<file path="config.mk">
export PLATFORM = sky130hd
export DESIGN_NAME = phh_out_fifo_flat
export DESIGN_NICKNAME = d
export VERILOG_FILES = /design/src/hdl/pulse_height_histogrammer_top_macros.svh /design/src/hdl/phh_pkg.sv /design/src/hdl/phh_out_if.sv /design/src/hdl/phh_out_fifo.sv /design/src/flat_wrapper.sv
export SDC_FILE = /design/constraint.sdc
export NUM_CORES = 1
export LEC_CHECK = 0
export BUFFER_PORTS_ARGS = -buffer_cell sky130_fd_sc_hd__buf_2
export CAP_MARGIN = 25
export CORE_MARGIN = 3
export CORE_UTILIZATION = 32
export CTS_CLUSTER_DIAMETER = 40
export DETAILED_ROUTE_END_ITERATION = 10
export SLEW_MARGIN = 20
export SYNTH_ARGS = -nofsm -noshare
export SYNTH_HDL_FRONTEND = slang
export SYNTH_SLANG_ARGS = --single-unit
</file>
<file path="constraint.sdc">
create_clock -name clk -period 3.4 [get_ports clk]
set_input_delay 0.34 -clock clk [delete_from_list [all_inputs] [get_ports clk]]
set_output_delay 0.34 -clock clk [all_outputs]
set_load 0.01 [all_outputs]
</file>
<file path="src/hdl/pulse_height_histogrammer_top_macros.svh">
// ----------------------------------------------------------------------------
// pulse height histogrammer assertion macros
// clocked on clk, disabled while arst_n is low
// ----------------------------------------------------------------------------
`ifndef PULSE_HEIGHT_HISTOGRAMMER_TOP_MACROS_SVH
`define PULSE_HEIGHT_HISTOGRAMMER_TOP_MACROS_SVH

// property holds on every clock edge
`define PHH_ASSERT(label, prop, msg) \
	label: assert property (@(posedge clk) disable iff (!arst_n) prop) else $error(msg);

// when cond holds, expr holds in the next cycle
`define PHH_ASSERT_NEXT(label, cond, expr, msg) \
	label: assert property (@(posedge clk) disable iff (!arst_n) (cond) |=> (expr)) \
		else $error(msg);

`endif

</file>
<file path="src/hdl/phh_pkg.sv">
// ----------------------------------------------------------------------------
// phh_pkg
// shared widths, codes and result type of the pulse height histogrammer
// ----------------------------------------------------------------------------
package phh_pkg;

	localparam int SMPL_W     = 12;
	localparam int WIN_W      = 16;
	localparam int OUT_CNT_W  = 32;
	localparam int CFG_IDX_W  = 1;
	localparam int CFG_DATA_W = 16;

	localparam logic [SMPL_W-1:0] TRIG_RESET = 12'd15;
	localparam logic [WIN_W-1:0]  WIN_RESET  = 16'd1024;

	// output queue
	localparam int OQ_DEPTH = 4;
	localparam int OQ_PTR_W = 2;
	localparam int OQ_CNT_W = 3;
	localparam int OQ_LIMIT = OQ_DEPTH - 1;

	typedef enum logic {
		OP_SAMPLE = 1'b0,
		OP_READ   = 1'b1
	} op_t;

	typedef enum logic {
		KIND_PULSE = 1'b0,
		KIND_READ  = 1'b1
	} kind_t;

	typedef enum logic [CFG_IDX_W-1:0] {
		REG_TRIGGER = 1'b0,
		REG_WINDOW  = 1'b1
	} cfg_reg_t;

	typedef struct packed {
		kind_t                 kind;
		logic [SMPL_W-1:0]     bin_index;
		logic [OUT_CNT_W-1:0]  bin_count;
	} phh_result_t;

endpackage

</file>
<file path="src/hdl/phh_out_if.sv">
// ----------------------------------------------------------------------------
// phh_out_if
// response channel: pulse events and bin read answers
// ----------------------------------------------------------------------------
interface phh_out_if;
	import phh_pkg::*;

	logic                 valid;
	logic                 ready;
	logic                 kind;
	logic [SMPL_W-1:0]    bin_index;
	logic [OUT_CNT_W-1:0] bin_count;

	modport source (output valid, output kind, output bin_index, output bin_count,
		input ready);
	modport sink (input valid, input kind, input bin_index, input bin_count,
		output ready);

endinterface

</file>
<file path="src/hdl/phh_out_fifo.sv">
// ----------------------------------------------------------------------------
// phh_out_fifo
// small result queue in front of the response channel
// ----------------------------------------------------------------------------
module phh_out_fifo (
	input  logic                              clk,
	input  logic                              arst_n,
	input  logic                              push,
	input  phh_pkg::phh_result_t              push_data,
	output logic [phh_pkg::OQ_CNT_W-1:0]      count,
	phh_out_if.source                         rsp
);
	import phh_pkg::*;

	phh_result_t           entries_q [OQ_DEPTH];
	logic [OQ_PTR_W-1:0]   wr_ptr_q;
	logic [OQ_PTR_W-1:0]   rd_ptr_q;
	logic [OQ_CNT_W-1:0]   count_q;
	logic                  pop;
	phh_result_t           head;

	assign pop   = rsp.valid && rsp.ready;
	assign head  = entries_q[rd_ptr_q];
	assign count = count_q;

	assign rsp.valid     = (count_q != '0);
	assign rsp.kind      = head.kind;
	assign rsp.bin_index = head.bin_index;
	assign rsp.bin_count = head.bin_count;

	always_ff @(posedge clk) begin
		if (push) begin
			entries_q[wr_ptr_q] <= push_data;
		end
	end

	always_ff @(posedge clk or negedge arst_n) begin
		if (!arst_n) begin
			wr_ptr_q <= '0;
			rd_ptr_q <= '0;
			count_q  <= '0;
		end else begin
			if (push) begin
				wr_ptr_q <= wr_ptr_q + OQ_PTR_W'(1);
			end
			if (pop) begin
				rd_ptr_q <= rd_ptr_q + OQ_PTR_W'(1);
			end
			count_q <= count_q + OQ_CNT_W'(push) - OQ_CNT_W'(pop);
		end
	end

endmodule

</file>
<file path="src/flat_wrapper.sv">
// flat-port wrapper written by rule: the top's interface ports become plain ports
module phh_out_fifo_flat import phh_pkg::*;
  (clk, arst_n, push, push_data, count, rsp_valid, rsp_kind, rsp_bin_index, rsp_bin_count, rsp_ready);
  phh_out_if rsp_i ();
  input  logic clk;
  input  logic arst_n;
  input  logic push;
  input  phh_pkg::phh_result_t push_data;
  output logic [phh_pkg::OQ_CNT_W-1:0] count;
  output wire logic [$bits(rsp_i.valid)-1:0] rsp_valid;
  output wire logic [$bits(rsp_i.kind)-1:0] rsp_kind;
  output wire logic [$bits(rsp_i.bin_index)-1:0] rsp_bin_index;
  output wire logic [$bits(rsp_i.bin_count)-1:0] rsp_bin_count;
  input wire logic [$bits(rsp_i.ready)-1:0] rsp_ready;
  assign rsp_valid = rsp_i.valid;
  assign rsp_kind = rsp_i.kind;
  assign rsp_bin_index = rsp_i.bin_index;
  assign rsp_bin_count = rsp_i.bin_count;
  assign rsp_i.ready = rsp_ready;
  phh_out_fifo u_core (.clk(clk), .arst_n(arst_n), .push(push), .push_data(push_data), .count(count), .rsp(rsp_i));
endmodule
</file>
# Yosys cells after proc, flatten, opt, wreduce, memory -nomap -nowiden
# Memory sizes are Yosys's and may differ from the RTL's.
# Cells that the tools add are included.
word_totals:
  regBits: 7
  latch_bits: 0
  ram_bits: 180
  mem_bits_ro: 0
  inputBits: 49
  out_inout_bits: 49
  memories: 1
mem_list:
  columns: ["name", "depth", "width", "read_ports", "rd_ports_with_merged_regs", "write_ports", "line_no", "rtl"]
  rows:
  - ["u_core.entries_q", 4, 45, 1, 0, 1, "phh_out_fifo.sv:15", "phh_result_t entries_q [OQ_DEPTH];"]
classes:
  n_addsub: 4
  n_mul: 0
  div: 0
  magnitude_cmp: 0
  eq_ne: 0
  shifts: 0
  n_mux: 2
  n_bitwise: 0
  reduce_logical: 2
ops:
  columns: ["operator", "count"]
  rows:
  - ["2-bit by 1-bit adder with 2-bit output (second input constant)", 2]
  - ["3-bit by 1-bit adder with 3-bit output", 1]
  - ["3-bit nonzero test", 1]
  - ["3-bit by 1-bit subtractor with 3-bit output", 1]
  - ["1-bit 2-to-1 mux", 2]
  - ["1-bit logical AND", 1]

# Logic depth before layout (Yosys ltp)
# Gate-level depths: netlist of the first run.
depth:
  ltp_word: 3
  depth_mapped: 7
  ltp_nobuf: 7

# Least setup slack after synthesis of the first run
# OpenSTA, ideal clock, no wires.
synth_timing:
  kind: "register to register"
  startpoint: "register u_core.wr_ptr_q[0]"
  endpoint: "memory u_core.entries_q[0][0] (netlist bit), enable pin"
  setup_ns: 0.407
  t_arrival_ns: 1.701
  t_required_ns: 2.993
  path_slack_ns: 1.292
  path_stages_with_launch: 4
  path_buffers: 0
  cell_sequence: "dfrtp_1 > inv_1 > ha_1 > and2_1"
synth_lines:
  columns: ["item", "line_no", "rtl"]
  rows:
  - ["start, declared", "phh_out_fifo.sv:16", "logic [OQ_PTR_W-1:0] wr_ptr_q;"]
  - ["start signal, assigned", "phh_out_fifo.sv:44", "wr_ptr_q <= wr_ptr_q + OQ_PTR_W'(1);"]
  - ["end, declared", "phh_out_fifo.sv:15", null]
# Straight into the memory's write port.

# Worst setup path in the final report of the first run
layout_timing:
  startpoint: "register u_core.rd_ptr_q[0]"
  endpoint: "output rsp_bin_count[11]"
layout_between:
  elab_chain_len: 1
layout_lines:
  columns: ["item", "line_no", "rtl"]
  rows:
  - ["start, declared", "phh_out_fifo.sv:17", "logic [OQ_PTR_W-1:0] rd_ptr_q;"]
  - ["start signal, assigned", "phh_out_fifo.sv:47", "rd_ptr_q <= rd_ptr_q + OQ_PTR_W'(1);"]
  - ["memory read 4 x 45 bit", null, null]
  - ["end, declared", "flat_wrapper.sv:13", "output wire logic [$bits(rsp_i.bin_count)-1:0] rsp_bin_count;"]
# Every way passes these cells.

==> impl_metrics.env, run 1 <==
export IMPL_finalCoreUtilization=0.396
export IMPL_global_route_usage_total=0.110
export IMPL_cell_at_the_root_of_the_clock_tree="sky130_fd_sc_hd__clkbuf_16"
export IMPL_cp_buffers_inverters=2
export IMPL_drtIter0Drc=168
export IMPL_final_layout_size_suffix_gt1_frac=0.474
export IMPL_synthesis_instances=269
export IMPL_chipWidth_um=153
export IMPL_crit_path_cell_trace="buf_12 > mux4_2 > buf_2"
export IMPL_crit_arrival_ps=2220
export IMPL_final_antenna_net_count=0
export IMPL_placeableCoreArea_um2=21200
export IMPL_synth_edff_count=180
export IMPL_min_delay_path_class="primary input to register"
export IMPL_grt_antenna_before_repair=1
export IMPL_finish_net_count=440
export IMPL_core_rowCount=53
export IMPL_ios=98
export IMPL_cell_type_of_the_slowest_stage_on_the_worst_timing_path="sky130_fd_sc_hd__dfrtp_4"
export IMPL_sum_neg_setup_slack_ps=0
export IMPL_route_detailed_drc=0
export IMPL_cp_endpoint="rsp_bin_count[11]"
export IMPL_start_util=0.327
export IMPL_synth_cell_area_um2=6910
export IMPL_intPower_mw=5.11
export IMPL_port_buffers=97
export IMPL_worstReg2RegEnd="u_core.count[2]"
export IMPL_wirelength_um=12600
export IMPL_critical_path_startpoint_type="register"
export IMPL_swShare=0.294
export IMPL_synth_fa_ha_area_frac=0.0138
export IMPL_pre_cts_slack_ps=1210
export IMPL_seq_power_share=0.445
export IMPL_cts_repair_timing_setup_buffer_count=0
export IMPL_design_power_total_mw=7.24
export IMPL_net_switching_power_mw=2.13
export IMPL_post_layout_inst_area_um2=8380
export IMPL_floorplan_die_height_um=153
export IMPL_ctsHoldBuffers=1
export IMPL_finalSetupViolations=0
export IMPL_power_frac_comb=0.274
export IMPL_reg_clk_slew_reported_paths_ps=80
export IMPL_syn_avg_cell_area_um2=25.7
export IMPL_globalRoute_totalOverflow=0
export IMPL_worst_path_stages=3
export IMPL_number_of_clock_buffers_inserted_by_tritoncts=17
export IMPL_postPlaceCellArea_um2=7750
export IMPL_grt_pass1_wl_um=19300
export IMPL_dp_final_hpwl_um=7700
export IMPL_yosys_register_bits=187
export IMPL_final_hold_viol_count=0
export IMPL_crit_path_max_fanout=24
export IMPL_wire_per_inst_um=18.7
export IMPL_r2r_setup_slack_ps=1360
export IMPL_synth_compound_gate_area_share=0.00326
export IMPL_synthMuxAreaShare=0.147
export IMPL_avgViaCountPerCell=4.53
export IMPL_run_status="finished, final reports clean"
export IMPL_pwr_share_clk=0.281
export IMPL_ir_drop_mv=0.371
export IMPL_synth_top_family_by_area="multiplexers"
export IMPL_max_freq_mhz=391
export IMPL_dp_cells=639
export IMPL_detailroute_via_count=3044
export IMPL_dr_pass1_iterations=4
export IMPL_grt_pass1_vias=3334
export IMPL_synthesis_nets=325
export IMPL_area_delta_synth_final_pct=21.3
export IMPL_grt_start_max_net_pins=47
export IMPL_postCtsResizedCells=0
export IMPL_slew_worst_pin_ps=690
export IMPL_timing_final_ws_setup_ps=841
export IMPL_fin_cells=672
export IMPL_seq_area_frac_synth=0.807
export IMPL_yosys_top_cells_area="sky130_fd_sc_hd__edfxtp_1, sky130_fd_sc_hd__mux4_2, sky130_fd_sc_hd__dfrtp_1, sky130_fd_sc_hd__ha_1, sky130_fd_sc_hd__buf_12"
export IMPL_yosysWarnings=0
export IMPL_top_flip_flop_cell_by_instance_count_after_synthesis="sky130_fd_sc_hd__edfxtp_1"
export IMPL_crit_reg2reg_launch="u_core.count[1]"
export IMPL_worstSetupPathType="register to output port"
export IMPL_finalCriticalPeriod_ps=2560
export IMPL_max_cap_viol_count=0
export IMPL_cts_sinks=187
export IMPL_crit_family="flip-flops"
export IMPL_hold_ws_ps=132
export IMPL_netlist_cell_type_count=19
export IMPL_reg2reg_depth=7
export IMPL_timing_critical_path_to_type="output port"
export IMPL_worst_case_clock_skew_ps=13.0
export IMPL_diodes=0
export IMPL_final_period_utilization=0.753
export IMPL_tritoncts="done"
export IMPL_clock_h_tree_levels=4
export IMPL_worstSkewPairLatency_ps=420
export IMPL_required_ps=3060
export IMPL_synth_async_reset_ratio=0.0374
export IMPL_timing_hold_worst_path_depth=1
export IMPL_synth_simple_gate_area_frac=0.00507
export IMPL_max_stage_delay_ps=770
export IMPL_power_density_nw_per_um2=864
export IMPL_yosys_area_top_type="sky130_fd_sc_hd__edfxtp_1"
export IMPL_floorplan_die_area_um2=23400
export IMPL_power_static_leakage_nw=2.88
export IMPL_synth_xor_area_share=0.00634
export IMPL_n_fill_cell=1905
export IMPL_maxSlewViolCount=0
export IMPL_top_cell_type_s_share_of_synthesized_area=0.782
export IMPL_cts_buffer_depth=2
export IMPL_startpoint_of_the_most_critical_setup_path="u_core.rd_ptr_q[0]"
export IMPL_rsz0062_at_grt="false"
export IMPL_max_slew_margin=0.540
export IMPL_place_gp_congestion=0.673
## layer usage
layer | vias up | wire length [um] | GRT usage | part of all wire
met2 | 73 | 6430 | 0.181 | 0.51
met1 | 1581 | 5370 | 0.138 | 0.43
met4 | 2 | 133 | 0.0327 | 0.011
met5 | - | 13 | 0 | 0.0010
li1 | 1373 | - | - | -
met3 | 15 | 632 | 0.0391 | 0.050
## how the worst min path moves through the flow
stage                   from                      end
3_5_place_dp          arst_n          u_core.count[0]
5_1_grt        push_data[34]  u_core.entries_q[0][34]
2_1_floorplan         arst_n          u_core.count[0]
6_report        push_data[8]   u_core.entries_q[2][8]
4_1_cts        push_data[12]  u_core.entries_q[2][12]
3_3_place_gp          arst_n          u_core.count[0]
## kinds of logic (layout without fill, tap and decap cells)
| kind of cell | count (synthesis) | count (layout) |
|---|---|---|
| AO/OA/AOI/OAI | 3 | 3 |
| XOR/XNOR | 5 | 5 |
| adder cells (fa/ha/maj) | 7 | 7 |
| buffers and inverters | 16 | 144 |
| flip-flops | 187 | 187 |
| multiplexers | 45 | 45 |
| AND/OR/NAND/NOR | 6 | 6 |
## cell type report
type / count / area, um^2 / share of cell area
Clock buffer: 17 / 425 / 0.0508
Clock inverter: 15 / 195 / 0.0233
Inverter: 6 / 22.5 / 0.00269
Multi-Input combinational cell: 66 / 1210 / 0.145
Sequential cell: 187 / 5590 / 0.666
Tap cell: 275 / 344 / 0.0411
Timing Repair Buffer: 106 / 593 / 0.0708
## power by group through the flow
stage	registers, mW	clock network (mW)	logic [mW]
CTS	3.23	2.10	2.08
detailed placement	3.28	0	2.07
global placement	3.26	0	2.04
finish	3.22	2.04	1.98
floorplan	3.17	0	1.42
global route	3.27	2.19	2.16
## registers in the layout, summed over array words and instances (netlist names)
register and count:
u_core.entries_q 180, u_core.rd_ptr_q 2, u_core.wr_ptr_q 2, u_core.count 3
## cells in the mapped netlist, types with 2 or more instances
library cell,number
sky130_fd_sc_hd__inv_1,6
sky130_fd_sc_hd__ha_1,6
sky130_fd_sc_hd__xnor2_1,3
sky130_fd_sc_hd__edfxtp_1,180
sky130_fd_sc_hd__buf_2,5
sky130_fd_sc_hd__mux4_2,45
sky130_fd_sc_hd__and2_1,4
sky130_fd_sc_hd__buf_12,2
sky130_fd_sc_hd__dfrtp_1,7
sky130_fd_sc_hd__xor2_1,2
## cell usage in the layout (no fill, tap or decap)
cell	count
sky130_fd_sc_hd__buf_4	5
sky130_fd_sc_hd__clkbuf_16	17
sky130_fd_sc_hd__o31a_1	1
sky130_fd_sc_hd__dfrtp_4	1
sky130_fd_sc_hd__dlygate4sd3_1	1
sky130_fd_sc_hd__or3_1	1
sky130_fd_sc_hd__xnor2_1	3
sky130_fd_sc_hd__inv_1	6
sky130_fd_sc_hd__buf_2	97
sky130_fd_sc_hd__bufinv_16	2
sky130_fd_sc_hd__clkinv_8	2
sky130_fd_sc_hd__inv_6	5
sky130_fd_sc_hd__xor2_1	2
sky130_fd_sc_hd__and2_2	4
sky130_fd_sc_hd__o21ai_0	1
sky130_fd_sc_hd__clkinv_4	1
sky130_fd_sc_hd__buf_12	3
sky130_fd_sc_hd__fa_1	1
sky130_fd_sc_hd__mux4_2	45
sky130_fd_sc_hd__dfrtp_1	5
sky130_fd_sc_hd__o311ai_0	1
sky130_fd_sc_hd__edfxtp_1	180
sky130_fd_sc_hd__dfrtp_2	1
sky130_fd_sc_hd__clkinv_2	1
sky130_fd_sc_hd__inv_8	4
sky130_fd_sc_hd__nand2_1	1
sky130_fd_sc_hd__ha_1	6
No activity file was read; power rests on OpenSTA's default activity.
==> inputs of run 2 (changes only) <==
--- a/config.mk
+++ b/config.mk
@@ -5,6 +5,7 @@
 export SDC_FILE = /design/constraint.sdc
 export NUM_CORES = 1
 export LEC_CHECK = 0
+export ABC_AREA = 1
 export BUFFER_PORTS_ARGS = -buffer_cell sky130_fd_sc_hd__buf_2
 export CAP_MARGIN = 25
 export CORE_MARGIN = 3
==> constraint.sdc (replaced) <==
create_clock -name clk -period 2.4 [get_ports clk]
set_input_delay 0.24 -clock clk [delete_from_list [all_inputs] [get_ports clk]]
set_output_delay 0.24 -clock clk [all_outputs]
set_load 0.01 [all_outputs]
==> impl_metrics.env, run 2 <==
export IMPL_grt_antenna_before_repair=2
export IMPL_max_slew_margin=0.711
export IMPL_synth_cell_area_um2=7450
export IMPL_reg_clk_slew_reported_paths_ps=70
export IMPL_floorplan_die_area_um2=25200
export IMPL_wire_per_inst_um=13.9
export IMPL_synth_simple_gate_area_frac=0.123
export IMPL_final_cell_mix="sky130_fd_sc_hd__edfxtp_1, sky130_fd_sc_hd__nand2_1, sky130_fd_sc_hd__buf_2, sky130_fd_sc_hd__nor2_1, sky130_fd_sc_hd__o21ai_0"
export IMPL_reg2reg_depth=11
export IMPL_syn_avg_cell_area_um2=12.0
export IMPL_synth_edff_count=180
export IMPL_cts_buffer_depth=2
export IMPL_pre_cts_slack_ps=397
export IMPL_worstSkewPairLatency_ps=420
export IMPL_final_layout_size_suffix_gt1_frac=0.203
export IMPL_wirelength_um=14600
export IMPL_yosys_register_bits=187
export IMPL_diodes=0
export IMPL_global_route_usage_total=0.121
export IMPL_dp_cells=1017
export IMPL_chipWidth_um=159
export IMPL_start_util=0.327
export IMPL_worstSetupPathType="register to output port"
export IMPL_cell_at_the_root_of_the_clock_tree="sky130_fd_sc_hd__clkbuf_16"
export IMPL_detailroute_via_count=4486
export IMPL_synth_fa_ha_area_frac=0.0128
export IMPL_final_common_cell="sky130_fd_sc_hd__edfxtp_1"
export IMPL_dp_final_hpwl_um=8430
export IMPL_yosys_area_top_type="sky130_fd_sc_hd__edfxtp_1"
export IMPL_top_flip_flop_cell_by_instance_count_after_synthesis="sky130_fd_sc_hd__edfxtp_1"
export IMPL_top_cell_type_s_share_of_synthesized_area=0.725
export IMPL_ir_drop_mv=0.539
export IMPL_grt_start_max_net_pins=48
export IMPL_placeableCoreArea_um2=22800
export IMPL_final_period_utilization=0.887
export IMPL_slew_worst_pin_ps=433
export IMPL_grt_pass1_wl_um=22800
export IMPL_number_of_clock_buffers_inserted_by_tritoncts=17
export IMPL_globalRoute_totalOverflow=0
export IMPL_yosys_top_cells_count="sky130_fd_sc_hd__edfxtp_1, sky130_fd_sc_hd__nand2_1, sky130_fd_sc_hd__nor2_1"
export IMPL_sum_neg_setup_slack_ps=0
export IMPL_synthesis_nets=677
export IMPL_required_ps=2160
export IMPL_maxSlewViolCount=0
export IMPL_drtIter0Drc=203
export IMPL_run_status="finished, final reports clean"
export IMPL_netlist_cell_type_count=19
export IMPL_top_register="u_core.entries_q"
export IMPL_place_gp_congestion=0.703
export IMPL_port_buffers=97
export IMPL_cp_endpoint="rsp_kind"
export IMPL_worst_case_clock_skew_ps=8.66
export IMPL_clock_h_tree_levels=4
export IMPL_synth_xor_area_share=0.00352
export IMPL_power_static_leakage_nw=3.62
export IMPL_max_freq_mhz=470
export IMPL_power_density_nw_per_um2=1230
export IMPL_timing_critical_path_to_type="output port"
export IMPL_area_delta_synth_final_pct=20.3
export IMPL_tritoncts="done"
export IMPL_worstReg2RegEnd="u_core.count[2]"
export IMPL_cts_sinks=187
export IMPL_yosys_top_cells_area="sky130_fd_sc_hd__edfxtp_1, sky130_fd_sc_hd__nand2_1, sky130_fd_sc_hd__o21ai_0, sky130_fd_sc_hd__nor2_1, sky130_fd_sc_hd__inv_1"
export IMPL_post_layout_inst_area_um2=8970
export IMPL_finalCoreUtilization=0.394
export IMPL_final_hold_viol_count=0
export IMPL_finalCriticalPeriod_ps=2130
export IMPL_crit_path_max_fanout=46
export IMPL_finalSetupViolations=0
export IMPL_synthMuxAreaShare=0
export IMPL_synth_compound_gate_area_share=0.0611
export IMPL_synth_async_reset_ratio=0.0374
export IMPL_crit_reg2reg_launch="u_core.count[1]"
export IMPL_largest_register_ffs=180
export IMPL_avgViaCountPerCell=4.27
export IMPL_dr_pass1_iterations=5
export IMPL_synth_top_family_by_area="simple AND/OR/NAND/NOR gates"
export IMPL_min_delay_path_class="primary input to register"
export IMPL_design_power_total_mw=11.0
export IMPL_rsz0062_at_grt="false"
export IMPL_grt_pass1_vias=4262
export IMPL_startpoint_of_the_most_critical_setup_path="u_core.rd_ptr_q[0]"
export IMPL_r2r_setup_slack_ps=380
export IMPL_synthesis_instances=621
export IMPL_finish_net_count=781
export IMPL_dominant_cell_by_count_in_the_synthesized_netlist="sky130_fd_sc_hd__edfxtp_1"
export IMPL_n_fill_cell=2110
export IMPL_floorplan_die_height_um=159
export IMPL_critical_path_startpoint_type="register"
export IMPL_timing_final_ws_setup_ps=272
export IMPL_ios=98
export IMPL_yosysWarnings=0
export IMPL_hold_ws_ps=24.0
export IMPL_final_antenna_net_count=0
export IMPL_seq_area_frac_synth=0.749
export IMPL_crit_arrival_ps=1890
export IMPL_fin_cells=1051
export IMPL_max_cap_viol_count=0
export IMPL_postPlaceCellArea_um2=8330
export IMPL_route_detailed_drc=0
export IMPL_core_rowCount=55
[run 2: changes by cell type in the layout (fill, tap and decap cells not counted), moves of 3 or more]
cell                      before  now
sky130_fd_sc_hd__nand2_1       1  151
sky130_fd_sc_hd__inv_2         0    5
sky130_fd_sc_hd__mux4_2       45    0
sky130_fd_sc_hd__inv_1         6   54
sky130_fd_sc_hd__o21ai_1       0   19
sky130_fd_sc_hd__and2_2        4    0
sky130_fd_sc_hd__buf_4         5   12
sky130_fd_sc_hd__nor2_1        0   91
sky130_fd_sc_hd__inv_6         5    2
sky130_fd_sc_hd__o21ai_0       1   72
[run 2: kinds of logic (layout without fill, tap and decap cells)]
| group | Yosys count | after routing |
|---|---|---|
| XOR/XNOR | 3 | 3 |
| adder cells (fa/ha/maj) | 7 | 7 |
| AND/OR/NAND/NOR | 244 | 244 |
| flip-flops | 187 | 187 |
| AO/OA/AOI/OAI | 91 | 91 |
| buffers and inverters | 89 | 206 |
[run 2: report_power, final]
group          switching, mW  internal, mW  leakage [nW]
Combinational           2.39          1.29          1.60
Sequential             0.240          4.28          1.74
Clock                   1.22          1.56         0.285
[run 2: worst min path at each step]
stage               slack, ps                       to           from  cells past startpoint
floorplan                 -60          u_core.count[0]         arst_n                      0
global placement           80          u_core.count[2]         arst_n                      1
detailed placement         80          u_core.count[2]         arst_n                      1
CTS                         3  u_core.entries_q[3][40]  push_data[40]                      1
global route                7  u_core.entries_q[2][28]  push_data[28]                      1
finish                     20  u_core.entries_q[3][36]  push_data[36]                      1
[run 2: critical path: stages, from the launching register on]
cell and delay (ps):
sky130_fd_sc_hd__dfrtp_4 680, sky130_fd_sc_hd__inv_2 80, sky130_fd_sc_hd__buf_12 210, sky130_fd_sc_hd__o21ai_0 200
sky130_fd_sc_hd__nand2_1 100, sky130_fd_sc_hd__buf_2 150
[run 2: layer usage]
metal  global-route usage  vias to the layer above  wire length, um
met1                0.147                     2094             6550
met5                    0                        -               27
met2                0.208                       90             7210
met3               0.0302                       17              632
met4               0.0442                        4              200
li1                     -                     2281                -
[run 2: cell type report]
| class | instances | area, um^2 | share of cell area |
|---|---|---|---|
| Inverter | 60 | 226 | 0.0253 |
| Sequential cell | 187 | 5580 | 0.623 |
| Clock buffer | 18 | 429 | 0.0479 |
| Timing Repair Buffer | 114 | 673 | 0.0751 |
| Multi-Input combinational cell | 345 | 1500 | 0.167 |
| Tap cell | 313 | 392 | 0.0437 |
| Clock inverter | 14 | 166 | 0.0186 |
[run 2: repair_timing]
action / in CTS / in global routing
setup buffers: 0 / 1
hold buffers: 1 / 0
endpoints found under the hold margin: 7 / 0
setup endpoints to repair: 0 / 9
resized for setup: 0 / 0
==> inputs of run 3 (changes only) <==
==> constraint.sdc (replaced) <==
create_clock -name clk -period 2.2 [get_ports clk]
set_input_delay 0.22 -clock clk [delete_from_list [all_inputs] [get_ports clk]]
set_output_delay 0.22 -clock clk [all_outputs]
set_load 0.01 [all_outputs]
==> impl_metrics.env, run 3 (synthesis results as in run 2) <==
export IMPL_floorplan_die_height_um=159
export IMPL_final_cell_mix="sky130_fd_sc_hd__edfxtp_1, sky130_fd_sc_hd__nand2_1, sky130_fd_sc_hd__buf_2, sky130_fd_sc_hd__nor2_1, sky130_fd_sc_hd__o21ai_0"
export IMPL_finalCoreUtilization=0.402
export IMPL_critical_path_most_common_cell="sky130_fd_sc_hd__nor2_1"
export IMPL_timing_critical_path_to_type="output port"
export IMPL_cell_at_the_root_of_the_clock_tree="sky130_fd_sc_hd__clkbuf_16"
export IMPL_max_stage_delay_ps=610
export IMPL_avgViaCountPerCell=4.33
export IMPL_ir_drop_mv=0.584
export IMPL_finalCriticalPeriod_ps=2020
export IMPL_detailroute_via_count=4642
export IMPL_start_util=0.327
export IMPL_place_gp_congestion=0.725
export IMPL_placeableCoreArea_um2=22800
export IMPL_worst_case_clock_skew_ps=7.67
export IMPL_grt_antenna_before_repair=0
export IMPL_diodes=0
export IMPL_required_ps=1980
export IMPL_cts_sinks=187
export IMPL_post_layout_inst_area_um2=9160
export IMPL_max_slew_margin=0.725
export IMPL_crit_reg2reg_launch="u_core.count[1]"
export IMPL_cell_type_of_the_slowest_stage_on_the_worst_timing_path="sky130_fd_sc_hd__dfrtp_4"
export IMPL_final_antenna_net_count=0
export IMPL_clock_h_tree_levels=4
export IMPL_grt_pass1_wl_um=22900
export IMPL_number_of_clock_buffers_inserted_by_tritoncts=17
export IMPL_slew_worst_pin_ps=413
export IMPL_crit_path_max_fanout=19
export IMPL_final_hold_viol_count=0
export IMPL_port_buffers=97
export IMPL_ios=98
export IMPL_dr_pass1_iterations=4
export IMPL_min_delay_path_class="primary input to register"
export IMPL_cts_buffer_depth=2
export IMPL_core_rowCount=55
export IMPL_reg_clk_slew_reported_paths_ps=60
export IMPL_crit_family="flip-flops"
export IMPL_worstSetupPathType="register to output port"
export IMPL_cp_buffers_inverters=2
export IMPL_worstSkewPairLatency_ps=410
export IMPL_finalSetupViolations=0
export IMPL_globalRoute_totalOverflow=0
export IMPL_area_delta_synth_final_pct=22.8
export IMPL_run_status="finished, final reports clean"
export IMPL_wirelength_um=15000
export IMPL_dp_final_hpwl_um=8710
export IMPL_final_period_utilization=0.918
export IMPL_grt_start_max_net_pins=51
export IMPL_hold_ws_ps=27.4
export IMPL_chipWidth_um=159
export IMPL_drtIter0Drc=171
export IMPL_max_cap_viol_count=0
export IMPL_max_freq_mhz=495
export IMPL_critical_path_startpoint_type="register"
export IMPL_postPlaceCellArea_um2=8340
export IMPL_route_detailed_drc=0
export IMPL_power_static_leakage_nw=3.70
export IMPL_floorplan_die_area_um2=25200
export IMPL_finish_net_count=805
export IMPL_top_register="u_core.entries_q"
export IMPL_final_common_cell="sky130_fd_sc_hd__edfxtp_1"
export IMPL_grt_pass1_vias=4477
export IMPL_largest_register_ffs=180
export IMPL_crit_arrival_ps=1800
export IMPL_crit_path_cell_trace="buf_4 > nor2_1 > nor2_1 > o21ai_0 > nand2_1 > buf_2"
export IMPL_global_route_usage_total=0.120
export IMPL_startpoint_of_the_most_critical_setup_path="u_core.rd_ptr_q[0]"
export IMPL_holdCritStartpoint="push_data[33]"
export IMPL_final_layout_size_suffix_gt1_frac=0.194
export IMPL_power_density_nw_per_um2=1310
export IMPL_sum_neg_setup_slack_ps=0
export IMPL_maxSlewViolCount=0
export IMPL_tritoncts="done"
export IMPL_wire_per_inst_um=14.0
[run 3: layer usage]
layer  vias up  global-route usage  share of wire  wire length (um)
met3        12              0.0342          0.045               680
met1      2208               0.149           0.45              6790
li1       2325                   -              -                 -
met2        97               0.204           0.49              7400
met5         -                   0              0                 0
met4         0              0.0344         0.0097               145
[run 3: area by class of cell]
type / instances / area (um^2)
fill: 2162 / 13600
sequential: 187 / 5580
inverter: 60 / 226
clock inverter: 9 / 125
multi-input combinational: 345 / 1500
tap: 313 / 392
clock buffer: 20 / 437
timing repair buffer: 138 / 896
[run 3: per-stage QoR]
stage | std cells | setup WS, ps | power, mW
floorplan | 621 | 170 | 7.50
global placement | 1018 | 203 | 8.99
detailed placement | 1018 | 190 | 9.05
CTS | 1068 | 18.4 | 12.1
global route | 1072 | -0.482 | 12.8
finish | 1072 | 179 | 12.0
[run 3: what timing repair did]
item	in CTS	in global routing
resized for setup	0	1
hold endpoints to repair	71	8
endpoints found under the setup margin	0	34
buffers inserted	0	2
hold buffers	21	2
[run 3: worst paths after layout]
check | end | slack, ps | cells past startpoint
worst min-delay path | u_core.entries_q[0][33] | 30 | 1
worst min register to register | u_core.rd_ptr_q[1] | 510 | 2
min in group asynchronous | u_core.count[1] | 170 | 2
max in group asynchronous | u_core.rd_ptr_q[0] | 1840 | 2
worst max register to register | u_core.count[2] | 180 | 11
worst max-delay path | rsp_bin_index[7] | 180 | 6
[run 3: power breakdown]
part           total (mW)  leakage, nW  internal (mW)  switching [mW]
Clock                2.97        0.273           1.76            1.21
Sequential           4.91         1.74           4.67           0.234
Combinational        4.08         1.69           1.43            2.65
